<file path="src/rtl/steq_pkg.sv">
// Shared widths, codes and reset values of the sorted timer event queue.
`default_nettype none

package steq_pkg;

  localparam int NOW_W    = 64;
  localparam int DELAY_W  = 16;
  localparam int TAG_W    = 16;
  localparam int TPS_W    = 32;
  localparam int STATUS_W = 2;
  localparam int DUR_W    = DELAY_W + TPS_W;

  localparam logic [TPS_W-1:0] TPS_RESET = 32'd19200000;

  // Request kinds.
  localparam logic REQ_ADD    = 1'b0;
  localparam logic REQ_EXPIRE = 1'b1;

  // Result status codes.
  localparam logic [STATUS_W-1:0] ST_ADDED = 2'd0;
  localparam logic [STATUS_W-1:0] ST_FULL  = 2'd1;
  localparam logic [STATUS_W-1:0] ST_FIRED = 2'd2;
  localparam logic [STATUS_W-1:0] ST_EMPTY = 2'd3;

endpackage

`default_nettype wire

</file>
<file path="src/rtl/steq_if.sv">
// Request, response and configuration channel interfaces of the timer event queue.
`default_nettype none

interface steq_in_if;
  import steq_pkg::*;
  logic               valid;
  logic               ready;
  logic               req_type;
  logic [NOW_W-1:0]   now;
  logic [DELAY_W-1:0] delay_seconds;
  logic [TAG_W-1:0]   event_tag;

  modport source (output valid, req_type, now, delay_seconds, event_tag, input ready);
  modport sink   (input valid, req_type, now, delay_seconds, event_tag, output ready);
endinterface

interface steq_out_if;
  import steq_pkg::*;
  logic                valid;
  logic                ready;
  logic [STATUS_W-1:0] status;
  logic [TAG_W-1:0]    fired_tag;
  logic                load_compare;
  logic [NOW_W-1:0]    compare_ticks;
  logic                timer_enable;

  modport source (output valid, status, fired_tag, load_compare, compare_ticks, timer_enable,
                  input ready);
  modport sink   (input valid, status, fired_tag, load_compare, compare_ticks, timer_enable,
                  output ready);
endinterface

interface steq_cfg_if;
  import steq_pkg::*;
  logic             valid;
  logic             ready;
  logic [TPS_W-1:0] data;

  modport source (output valid, data, input ready);
  modport sink   (input valid, data, output ready);
endinterface

`default_nettype wire

</file>
<file path="src/rtl/steq_ram.sv">
// Simple dual-port synchronous RAM with registered read.
`default_nettype none

module steq_ram #(
  parameter int WIDTH = 8,
  parameter int DEPTH = 16,
  localparam int AW = (DEPTH > 1) ? $clog2(DEPTH) : 1
) (
  input  logic             clk,
  input  logic             we,
  input  logic [AW-1:0]    waddr,
  input  logic [WIDTH-1:0] wdata,
  input  logic [AW-1:0]    raddr,
  output logic [WIDTH-1:0] rdata
);

  logic [WIDTH-1:0] mem [DEPTH];

  always_ff @(posedge clk) begin
    if (we) begin
      mem[waddr] <= wdata;
    end
  end

  always_ff @(posedge clk) begin
    rdata <= mem[raddr];
  end

endmodule

`default_nettype wire

</file>
<file path="src/rtl/sorted_timer_event_queue.sv">
// Top level of the sorted timer event queue: list walker, free-slot pool and result register.
//
// Events live in two RAMs, one holding expiry and tag, one holding the list links; the queue
// is a linked list sorted by expiry with equal expiries kept in arrival order. Free slots are
// kept as a chain through the link RAM plus a count of slots never handed out, so no clearing
// pass is needed after reset. An add scales the delay by the tick rate, forms the expiry,
// takes a slot (a freed one in an extra step), walks the list one event per step, writes
// the entry and links it behind its predecessor unless it is the new head. An expiry
// interrupt pops the head and reads the next head's expiry. Items are handled one at a time;
// a finished response sits in the output register while the next request is accepted.
`default_nettype none

module sorted_timer_event_queue #(
  parameter int SLOTS    = 16,
  parameter int TAG_BITS = 16
) (
  input  logic clk,
  input  logic rst,
  steq_cfg_if.sink   cfg,
  steq_in_if.sink    req,
  steq_out_if.source rsp
);
  import steq_pkg::*;

  localparam int SW = (SLOTS > 1) ? $clog2(SLOTS) : 1;
  localparam int LW = $clog2(SLOTS + 1);
  localparam int TW = (TAG_BITS < TAG_W) ? TAG_BITS : TAG_W;
  localparam int DW = NOW_W + TW;
  localparam logic [LW-1:0] NULL_LINK = LW'(SLOTS);

  typedef enum logic [3:0] {
    S_IDLE, S_MUL, S_SUM, S_ALLOC, S_WALK, S_LINK, S_PREV,
    S_FULL, S_EMPTY, S_EXP_POP, S_EXP_NEXT
  } state_t;

  state_t state;

  logic [TPS_W-1:0]   tps;
  logic [LW-1:0]      head;
  logic [LW-1:0]      free_head;
  logic [LW-1:0]      fill;
  logic [NOW_W-1:0]   now_r;
  logic [DELAY_W-1:0] delay_r;
  logic [TW-1:0]      tag_r;
  logic [DUR_W-1:0]   dur;
  logic [NOW_W-1:0]   exp;
  logic [SW-1:0]      slot;
  logic [LW-1:0]      prev;
  logic [LW-1:0]      cur;

  logic                rsp_valid;
  logic [STATUS_W-1:0] rsp_status;
  logic [TAG_W-1:0]    rsp_tag;
  logic                rsp_load;
  logic [NOW_W-1:0]    rsp_ticks;
  logic                rsp_enable;

  logic          d_we;
  logic [SW-1:0] d_waddr;
  logic [DW-1:0] d_wdata;
  logic [SW-1:0] d_raddr;
  logic [DW-1:0] d_rdata;
  logic          l_we;
  logic [SW-1:0] l_waddr;
  logic [LW-1:0] l_wdata;
  logic [SW-1:0] l_raddr;
  logic [LW-1:0] l_rdata;

  logic [NOW_W-1:0] rd_exp;
  logic [TW-1:0]    rd_tag;
  logic             rd_later;
  logic             out_free;
  logic             rsp_fill;

  assign cfg.ready = 1'b1;
  assign req.ready = (state == S_IDLE);

  assign rsp.valid         = rsp_valid;
  assign rsp.status        = rsp_status;
  assign rsp.fired_tag     = rsp_tag;
  assign rsp.load_compare  = rsp_load;
  assign rsp.compare_ticks = rsp_ticks;
  assign rsp.timer_enable  = rsp_enable;

  assign rd_exp   = d_rdata[DW-1:TW];
  assign rd_tag   = d_rdata[TW-1:0];
  assign rd_later = (rd_exp > exp);
  assign out_free = !rsp_valid || rsp.ready;
  // High in the cycle that loads a new response into the output register.
  assign rsp_fill = out_free && ((state == S_LINK && prev == NULL_LINK) || state == S_PREV
                    || state == S_FULL || state == S_EMPTY || state == S_EXP_NEXT);

  steq_ram #(.WIDTH(DW), .DEPTH(SLOTS)) u_data_ram (
    .clk   (clk),
    .we    (d_we),
    .waddr (d_waddr),
    .wdata (d_wdata),
    .raddr (d_raddr),
    .rdata (d_rdata)
  );

  steq_ram #(.WIDTH(LW), .DEPTH(SLOTS)) u_link_ram (
    .clk   (clk),
    .we    (l_we),
    .waddr (l_waddr),
    .wdata (l_wdata),
    .raddr (l_raddr),
    .rdata (l_rdata)
  );

  // RAM addressing. By default both RAMs read the current head.
  always_comb begin
    d_we    = 1'b0;
    d_waddr = slot;
    d_wdata = {exp, tag_r};
    d_raddr = head[SW-1:0];
    l_we    = 1'b0;
    l_waddr = slot;
    l_wdata = cur;
    l_raddr = head[SW-1:0];
    case (state)
      S_SUM: begin
        if (free_head != NULL_LINK) begin
          l_raddr = free_head[SW-1:0];
        end
      end
      S_WALK: begin
        if (!rd_later) begin
          d_raddr = l_rdata[SW-1:0];
          l_raddr = l_rdata[SW-1:0];
        end
      end
      S_LINK: begin
        // The new entry is written once; as the new head, only when the output register is free.
        if (prev != NULL_LINK || out_free) begin
          d_we = 1'b1;
          l_we = 1'b1;
        end
      end
      S_PREV: begin
        l_waddr = prev[SW-1:0];
        l_wdata = LW'(slot);
        l_we    = out_free;
      end
      S_EXP_POP: begin
        // The popped slot goes onto the free chain; fetch the new head's expiry.
        l_we    = 1'b1;
        l_waddr = head[SW-1:0];
        l_wdata = free_head;
        d_raddr = l_rdata[SW-1:0];
      end
      default: begin
      end
    endcase
  end

  always_ff @(posedge clk) begin
    if (rst) begin
      state     <= S_IDLE;
      tps       <= TPS_RESET;
      head      <= NULL_LINK;
      free_head <= NULL_LINK;
      fill      <= '0;
      rsp_valid <= 1'b0;
    end else begin
      if (cfg.valid) begin
        tps <= cfg.data;
      end
      if (rsp_valid && rsp.ready && !rsp_fill) begin
        rsp_valid <= 1'b0;
      end
      case (state)
        S_IDLE: begin
          if (req.valid) begin
            now_r   <= req.now;
            delay_r <= req.delay_seconds;
            tag_r   <= req.event_tag[TW-1:0];
            if (req.req_type == REQ_ADD) begin
              state <= S_MUL;
            end else if (head == NULL_LINK) begin
              state <= S_EMPTY;
            end else begin
              state <= S_EXP_POP;
            end
          end
        end
        S_MUL: begin
          dur   <= DUR_W'(delay_r) * DUR_W'(tps);
          state <= S_SUM;
        end
        S_SUM: begin
          exp <= now_r + NOW_W'(dur);
          if (free_head == NULL_LINK && fill == NULL_LINK) begin
            state <= S_FULL;
          end else if (free_head != NULL_LINK) begin
            slot  <= free_head[SW-1:0];
            state <= S_ALLOC;
          end else begin
            slot  <= fill[SW-1:0];
            fill  <= fill + LW'(1);
            prev  <= NULL_LINK;
            cur   <= head;
            state <= (head == NULL_LINK) ? S_LINK : S_WALK;
          end
        end
        S_ALLOC: begin
          free_head <= l_rdata;
          prev      <= NULL_LINK;
          cur       <= head;
          state     <= (head == NULL_LINK) ? S_LINK : S_WALK;
        end
        S_WALK: begin
          // Pass every entry that expires no later than the new one.
          if (rd_later) begin
            state <= S_LINK;
          end else begin
            prev <= cur;
            cur  <= l_rdata;
            if (l_rdata == NULL_LINK) begin
              state <= S_LINK;
            end
          end
        end
        S_LINK: begin
          if (prev != NULL_LINK) begin
            state <= S_PREV;
          end else if (out_free) begin
            head       <= LW'(slot);
            rsp_valid  <= 1'b1;
            rsp_status <= ST_ADDED;
            rsp_tag    <= '0;
            rsp_load   <= 1'b1;
            rsp_ticks  <= NOW_W'(dur);
            rsp_enable <= 1'b1;
            state      <= S_IDLE;
          end
        end
        S_PREV: begin
          if (out_free) begin
            rsp_valid  <= 1'b1;
            rsp_status <= ST_ADDED;
            rsp_tag    <= '0;
            rsp_load   <= 1'b0;
            rsp_ticks  <= '0;
            rsp_enable <= 1'b1;
            state      <= S_IDLE;
          end
        end
        S_FULL: begin
          if (out_free) begin
            rsp_valid  <= 1'b1;
            rsp_status <= ST_FULL;
            rsp_tag    <= '0;
            rsp_load   <= 1'b0;
            rsp_ticks  <= '0;
            rsp_enable <= 1'b1;
            state      <= S_IDLE;
          end
        end
        S_EMPTY: begin
          if (out_free) begin
            rsp_valid  <= 1'b1;
            rsp_status <= ST_EMPTY;
            rsp_tag    <= '0;
            rsp_load   <= 1'b0;
            rsp_ticks  <= '0;
            rsp_enable <= 1'b0;
            state      <= S_IDLE;
          end
        end
        S_EXP_POP: begin
          tag_r     <= rd_tag;
          free_head <= head;
          head      <= l_rdata;
          state     <= S_EXP_NEXT;
        end
        S_EXP_NEXT: begin
          if (out_free) begin
            rsp_valid  <= 1'b1;
            rsp_status <= ST_FIRED;
            rsp_tag    <= TAG_W'(tag_r);
            if (head == NULL_LINK) begin
              rsp_load   <= 1'b0;
              rsp_ticks  <= '0;
              rsp_enable <= 1'b0;
            end else begin
              rsp_load   <= 1'b1;
              rsp_ticks  <= (rd_exp > now_r) ? (rd_exp - now_r) : '0;
              rsp_enable <= 1'b1;
            end
            state <= S_IDLE;
          end
        end
        default: begin
          state <= S_IDLE;
        end
      endcase
    end
  end

endmodule

`default_nettype wire

</file>
<file path="src/flat_wrapper.sv">
// flat-port wrapper written by rule: the top's interface ports become plain ports
module sorted_timer_event_queue_flat import steq_pkg::*;
#(
  parameter int SLOTS    = 16,
  parameter int TAG_BITS = 16
)
  (clk, rst, cfg_valid, cfg_data, cfg_ready, req_valid, req_req_type, req_now, req_delay_seconds, req_event_tag, req_ready, rsp_valid, rsp_status, rsp_fired_tag, rsp_load_compare, rsp_compare_ticks, rsp_timer_enable, rsp_ready);
  steq_cfg_if cfg_i ();
  steq_in_if req_i ();
  steq_out_if rsp_i ();
  input  logic clk;
  input  logic rst;
  input wire logic [$bits(cfg_i.valid)-1:0] cfg_valid;
  input wire logic [$bits(cfg_i.data)-1:0] cfg_data;
  output wire logic [$bits(cfg_i.ready)-1:0] cfg_ready;
  input wire logic [$bits(req_i.valid)-1:0] req_valid;
  input wire logic [$bits(req_i.req_type)-1:0] req_req_type;
  input wire logic [$bits(req_i.now)-1:0] req_now;
  input wire logic [$bits(req_i.delay_seconds)-1:0] req_delay_seconds;
  input wire logic [$bits(req_i.event_tag)-1:0] req_event_tag;
  output wire logic [$bits(req_i.ready)-1:0] req_ready;
  output wire logic [$bits(rsp_i.valid)-1:0] rsp_valid;
  output wire logic [$bits(rsp_i.status)-1:0] rsp_status;
  output wire logic [$bits(rsp_i.fired_tag)-1:0] rsp_fired_tag;
  output wire logic [$bits(rsp_i.load_compare)-1:0] rsp_load_compare;
  output wire logic [$bits(rsp_i.compare_ticks)-1:0] rsp_compare_ticks;
  output wire logic [$bits(rsp_i.timer_enable)-1:0] rsp_timer_enable;
  input wire logic [$bits(rsp_i.ready)-1:0] rsp_ready;
  assign cfg_i.valid = cfg_valid;
  assign cfg_i.data = cfg_data;
  assign cfg_ready = cfg_i.ready;
  assign req_i.valid = req_valid;
  assign req_i.req_type = req_req_type;
  assign req_i.now = req_now;
  assign req_i.delay_seconds = req_delay_seconds;
  assign req_i.event_tag = req_event_tag;
  assign req_ready = req_i.ready;
  assign rsp_valid = rsp_i.valid;
  assign rsp_status = rsp_i.status;
  assign rsp_fired_tag = rsp_i.fired_tag;
  assign rsp_load_compare = rsp_i.load_compare;
  assign rsp_compare_ticks = rsp_i.compare_ticks;
  assign rsp_timer_enable = rsp_i.timer_enable;
  assign rsp_i.ready = rsp_ready;
  sorted_timer_event_queue #(.SLOTS(SLOTS), .TAG_BITS(TAG_BITS)) u_core (.clk(clk), .rst(rst), .cfg(cfg_i), .req(req_i), .rsp(rsp_i));
endmodule
</file>
<file path="config.mk">
export PLATFORM = sky130hd
export DESIGN_NAME = sorted_timer_event_queue_flat
export DESIGN_NICKNAME = d
export VERILOG_FILES = /design/src/rtl/steq_pkg.sv /design/src/rtl/steq_if.sv /design/src/rtl/steq_ram.sv /design/src/rtl/sorted_timer_event_queue.sv /design/src/flat_wrapper.sv
export SDC_FILE = /design/constraint.sdc
export NUM_CORES = 2
export LEC_CHECK = 0
export BUFFER_PORTS_ARGS = -buffer_cell sky130_fd_sc_hd__buf_2
export CORE_MARGIN = 2
export CORE_UTILIZATION = 44
export DETAILED_ROUTE_END_ITERATION = 8
export PLACE_DENSITY = 0.63
export SLEW_MARGIN = 25
export SYNTH_ARGS = -nofsm -noshare
export SYNTH_HDL_FRONTEND = slang
export SYNTH_SLANG_ARGS = --single-unit
</file>
<file path="constraint.sdc">
create_clock -name clk -period 19.51 [get_ports clk]
set_input_delay 1.951 -clock clk [delete_from_list [all_inputs] [get_ports clk]]
set_output_delay 1.951 -clock clk [all_outputs]
set_load 0.01 [all_outputs]
</file>
## Word-level counts from Yosys, hierarchy flattened

Memories as Yosys holds them, arrays and structs flattened. A register that Yosys moved wholly into a read port is not among the register bits.
Index checks and enable logic that the tools add are counted.

- Add/sub/neg operators: 3
- $mul: 1
- Divide/modulo/power cells: 0
- Magnitude comparators: 2
- Equal/unequal tests: 28
- Shift operators: 0
- Multiplexer cells: 69
- Bitwise logic cells: 3
- Reductions and logical operators: 37

Operator list:

| operator | number |
|---|---|
| two-way mux 64 bit | 6 |
| one-hot mux 64 bit (3 select lines) | 1 |
| > comparator 64 bit | 2 |
| adder 64 x 48 -> 64 bit | 1 |
| two-way mux 16 bit | 4 |
| subtractor 64 bit | 1 |
| multiplier 16 x 32 -> 48 bit | 1 |
| one-hot mux 16 bit (3 select lines) | 1 |
| two-way mux 4 bit | 11 |
| two-way mux 5 bit | 8 |
| one-hot mux 16 bit (2 select lines) | 1 |
| one-hot mux 4 bit (8 select lines) | 1 |
| one-hot mux 5 bit (2 select lines) | 3 |
| one-hot mux 5 bit (3 select lines) | 2 |
| equality test 5 bit, second input constant | 5 |
| one-hot mux 4 bit (2 select lines) | 3 |
| two-way mux 1 bit | 18 |
| equality test 4 x 3 -> 1 bit, second input constant | 4 |
| AND reduction 3 bit | 5 |
| equality test 4 bit, second input constant | 3 |
| AND reduction 6 bit | 2 |
| two-way mux 2 bit | 5 |
| inequality test 2 x 1 -> 1 bit, second input constant | 5 |
| inequality test 2 bit, second input constant | 5 |
| 24 further kinds | 45 |

- Bits in registers: 358
- Latch bits: 0
- Memory bits (writable): 1360
- Memory bits (read-only): 0
- Output and inout bits: 87
- Memories kept: 2

Memory list:

| name | depth | bits a word | read ports | clocked after Yosys merged registers in | write ports | RTL line | text |
|---|---|---|---|---|---|---|---|
| u_core.u_data_ram.mem | 16 | 80 | 1 | 1 | 1 | steq_ram.sv:17 | `logic [WIDTH-1:0] mem [DEPTH];` |
| u_core.u_link_ram.mem | 16 | 5 | 1 | 1 | 1 | steq_ram.sv:17 |  |

## Longest topological paths before layout

- Depth after elaboration: 13
- Depth in mapped cells: 26
- Gate-level depth less buffers: 25

## By module

A second synthesis with hierarchy kept.

- Cell total of the unflattened synthesis: 6164
- Area total of the unflattened synthesis: 90175.2 um^2

By module, submodules not included:

| module | instances | cells each | area an instance (um^2) | seq. area each (um^2) |
|---|---|---|---|---|
| steq_ram at u_core.u_data_ram | 1 | 2054 | 49422.4 | 40038.4 |
| sorted_timer_event_queue | 1 | 3955 | 37539.8 | 10229.8 |
| steq_ram at u_core.u_link_ram | 1 | 155 | 3213.1 | 2502.4 |

## Worst setup path before layout

No wires, ideal clock.

- Path type: in2reg
- Start: in rst
- End: reg u_core.tag_r[0] (enable)
- Arrival time: 8.984 ns
- Data required time: 19.118 ns
- Path slack: 10.134 ns
- Cell stages on the path: 3
- Cells stage by stage: clkbuf_1 -> nor3b_1 -> o21bai_1

- Longest elaborated chain between the ends: 2

Ends and longest elaborated chain:

| item | RTL line | text |
|---|---|---|
| start, declared | flat_wrapper.sv:12 | `input logic rst;` |
| NOT 1 bit (no line) | -- |  |
| AND reduction 3 bit (no line) | -- |  |
| end signal, assigned | sorted_timer_event_queue.sv:177 | `tag_r <= req.event_tag[TW-1:0];` |
| end signal, assigned | sorted_timer_event_queue.sv:272 | `tag_r <= rd_tag;` |
| end, declared | sorted_timer_event_queue.sv:44 | `logic [TW-1:0] tag_r;` |

No other way between the ends.
A chain may end at the register's enable or synchronous reset.

## Worst setup path in the final report

- Start: reg u_core.tps[16]
- End: reg u_core.dur[46], data pin

- Longest elaborated chain between the ends: 1

Ends and longest elaborated chain:

| item | RTL line | text |
|---|---|---|
| start, declared | sorted_timer_event_queue.sv:38 | `logic [TPS_W-1:0] tps;` |
| start signal, assigned | sorted_timer_event_queue.sv:167 | `tps <= cfg.data;` |
| multiplier 16 x 32 -> 48 bit | sorted_timer_event_queue.sv:188 | `dur <= DUR_W'(delay_r) * DUR_W'(tps);` |
| end signal, assigned | sorted_timer_event_queue.sv:188 |  |
| end, declared | sorted_timer_event_queue.sv:45 | `logic [DUR_W-1:0] dur;` |

No other way between the ends.

==> run_results.csv <==
group,metric,value,unit
outcome,outcome,"completed",
global_route,grt_pass1_vias,55300,
sta,rsz0062_at_grt,"false",
sta,hold_violations,0,
floorplanning,fp.dieW,457,um
synthesis,syn_area,90400,um2
global_route,grt_max_degree,133,
synthesis,synthFlopType,"edfxtp_1",
critical_path,reg2reg_from,"u_core.tps[16]",
routing,routed_wl,247000,um
layout,final_util,49.3,%
synthesis,synthCells,6724,
floorplanning,initial_core_util,44.3,%
place,port_buffers,219,
floorplanning,row_count,166,
place,gp_congestion,0.974,
cts,cts_hold_buf,0,
synthesis,ys.warnings.count,0,
sta,fmax,133,MHz
layout,nets,7774,
layout,final_cell_mix,"1666 x edfxtp_1, 672 x mux2i_1, 613 x inv_1",
hold_path,hold-path-cell-count,2,
floorplanning,coreArea,204000,um2
critical_path,critPathMostFrequentCell,"fa_1",
global_route,antenna_found_initial,3,
synthesis,ys_seq_elements,1803,
critical_path,cp_slowest_cell,"dfxtp_1",
sta,finalCritPeriodShare,38.6,%
power_and_ir_drop,p_leak,42.0,nW
routing,first_iter_violations,5325,
cts,clk_latency,0.85,ns
critical_path,cpPeakStageDelay,0.80,ns
synthesis,ys_seq_area_share,58.3,%
sta,setup_tns,0,ns
layout,final_common_cell,"edfxtp_1",
cts,cts_tree,"built",
critical_path,rr_worst_depth,21,
hold_path,worstHoldEndpoint,"u_core.tag_r[3]",
hold_path,hold_start,"u_core.u_data_ram.rdata[3]",
critical_path,crit_arrival,8.12,ns
routing,via_count,55300,
critical_path,cp.required,20.09,ns
power_and_ir_drop,ir_worst_vdd,157,uV
critical_path,critical_path_class,"reg2reg",
sta,slew_viol_final,0,
sta,whs,0.496,ns
sta,tightest_slew,1.13,ns
cts,cts_root_buf,"clkbuf_16",
floorplanning,die_h,457,um
routing,drc,0,
global_route,grt_pass1_wl,362000,um
routing,ant_nets,0,
synthesis,syn-num-nets,7576,
sta,min_period,7.54,ns
place,dp_hpwl,155000,um
sta,fin_skew,0.0533,ns
cts,cts_buffer_depth,3,
cts,cts.htree.levels,4,
synthesis,async_reset_ff_share,0,%
sta,relSlewSlack,24.8,%
cts,cts.sinks,1803,
cts,cts_buffers,184,
global_route,grt_usage,23.3,%
global_route,grt-ovfl-total,0,
floorplanning,dieArea,209000,um2
run,maxCapViolations,0,
synthesis,synth_area_per_cell,13.5,um2
routing,first_pass_iters,6,
floorplanning,pin_count,221,
critical_path,critPathLaunchType,"flop",
routing,wl_per_cell,25.3,um
hold_path,worstHoldPathType,"reg2reg",
cts,cts_setup_buffers,0,
critical_path,crit_path_cell_trace,"nand2_1, fa_1, fa_1, fa_1, inv_1, fa_1, fa_1, inv_1, fa_1, inv_1, ha_1, and4_1, nand3_1, or2_2, a311o_1, a31oi_1, a41oi_1, a21boi_0, a22oi_1, o21ai_0, xor2_1",
critical_path,r2r-end,"u_core.dur[46]",
critical_path,r2r_setup_slack,11.97,ns
cts,ctsResizeCount,0,
synthesis,yosysUniqueCellTypes,79,
layout,synthToLayoutAreaGrowth,11.4,%
critical_path,end_kind,"flop",
power_and_ir_drop,powerDensity,120,nW/um2
cts,path_clk_slew,0.08,ns
critical_path,crit_fanout,17,
sta,setup_viol_count_final,0,
synthesis,synth-edff-count,1666,
layout,layout-drive-gt1-share,9.16,%
routing,via_per_inst,5.66,
-- final cells by class --
class,count,area (um2)
antenna,4,10.0
clock buffer,253,5120
clock inverter,95,1030
fill,17500,104000
inverter,613,2300
multi-input combinational,3996,34200
sequential,1803,52800
tap,2688,3360
timing repair buffer,324,1970
-- state kept, by name, summed over array words and instances, names as in the netlist, 4 cells and up --
signal                    count
u_core.rsp.compare_ticks     64
u_core.head                   5
u_core.tps                   32
u_core.cur                    5
u_core.u_data_ram.mem      1280
u_core.tag_r                 16
u_core.exp                   64
u_core.fill                   5
u_core.u_data_ram.rdata      80
u_core.u_link_ram.mem        80
u_core.u_link_ram.rdata       5
u_core.d_waddr                4
u_core.free_head              5
u_core.dur                   48
u_core.delay_r               16
u_core.prev                   5
u_core.state                  4
u_core.rsp.fired_tag         16
u_core.now_r                 64
-- critical path: cells and delay by family (launching register included) --
| family | cells | cell delay (ns) |
|---|---|---|
| xor+xnor | 1 | 0.09 |
| fa+ha+maj | 7 | 3.39 |
| flops | 1 | 0.80 |
| compound gates | 6 | 1.99 |
| simple gates | 4 | 0.86 |
| buf+inv | 3 | 0.16 |
-- synthesized netlist by cell type, types with 27 or more instances --
master,instances,area (um2)
o22ai_1,323,2020
nor2b_1,33,206
nor3_1,49,245
o21bai_1,27,203
mux2i_1,673,6740
a21o_1,104,781
fa_1,420,8410
inv_1,613,2300
xor2_1,55,482
o21ai_0,144,721
a21oi_1,205,1030
edfxtp_1,1666,50000
and2_1,231,1450
or4_1,86,646
clkbuf_1,231,867
nor2_1,193,724
ha_1,298,3730
xnor2_1,99,867
nand3_1,66,330
dfxtp_1,137,2740
buf_2,38,190
buf_6,34,383
nand2b_1,41,257
nand2_1,571,2140
and3_1,49,307
nand4_1,44,275
-- through the flow --
| step | power [mW] | area, um2 | setup WS, ns | std cells |
|---|---|---|---|---|
| 2_1_floorplan | 7.48 | 90400 | 10.13 | 6724 |
| 3_3_place_gp | 8.57 | 94500 | 11.90 | 9422 |
| 3_5_place_dp | 8.64 | 94500 | 11.73 | 9423 |
| 4_1_cts | 12.2 | 101000 | 11.75 | 9771 |
| 5_1_grt | 12.8 | 101000 | 11.47 | 9773 |
| 6_report | 12.1 | 101000 | 11.97 | 9776 |
-- how the worst max path moves through the flow --
stage / start / endpoint
2_1_floorplan: rst / u_core.tag_r[0]
3_3_place_gp: u_core.delay_r[15] / u_core.dur[46]
3_5_place_dp: u_core.delay_r[15] / u_core.dur[46]
4_1_cts: u_core.delay_r[15] / u_core.dur[46]
5_1_grt: u_core.tps[16] / u_core.dur[46]
6_report: u_core.tps[16] / u_core.dur[46]
-- cells by family after synthesis --
family	count (synthesis)	share of synthesized area, %
AOI/OAI and AO/OA	1022	7.28
xor gates and xnor gates	154	1.49
adders and majority gates	718	13.4
buffers and inverters	925	4.18
DFF	1803	58.3
muxes	677	7.51
other	1	0.00415
and+or+nand+nor	1424	7.77
-- power breakdown --
part | internal [mW] | leakage [nW] | switching, mW
sequential | 4.47 | 16.2 | 0.124
clock | 2.03 | 2.96 | 1.51
combinational | 1.60 | 22.8 | 2.38
total | 8.09 | 42.0 | 4.02
-- routing by layer --
| layer | up-vias | GRT usage, % | share of wire [%] |
|---|---|---|---|
| met5 | - | 0 | 0.0053 |
| met4 | 2 | 9.22 | 4.4 |
| met3 | 453 | 4.11 | 7.3 |
| met2 | 2097 | 38.1 | 47 |
| met1 | 28000 | 30.8 | 41 |
| li1 | 24800 | - | - |
Note: power is estimated with default switching activity, not from simulation.
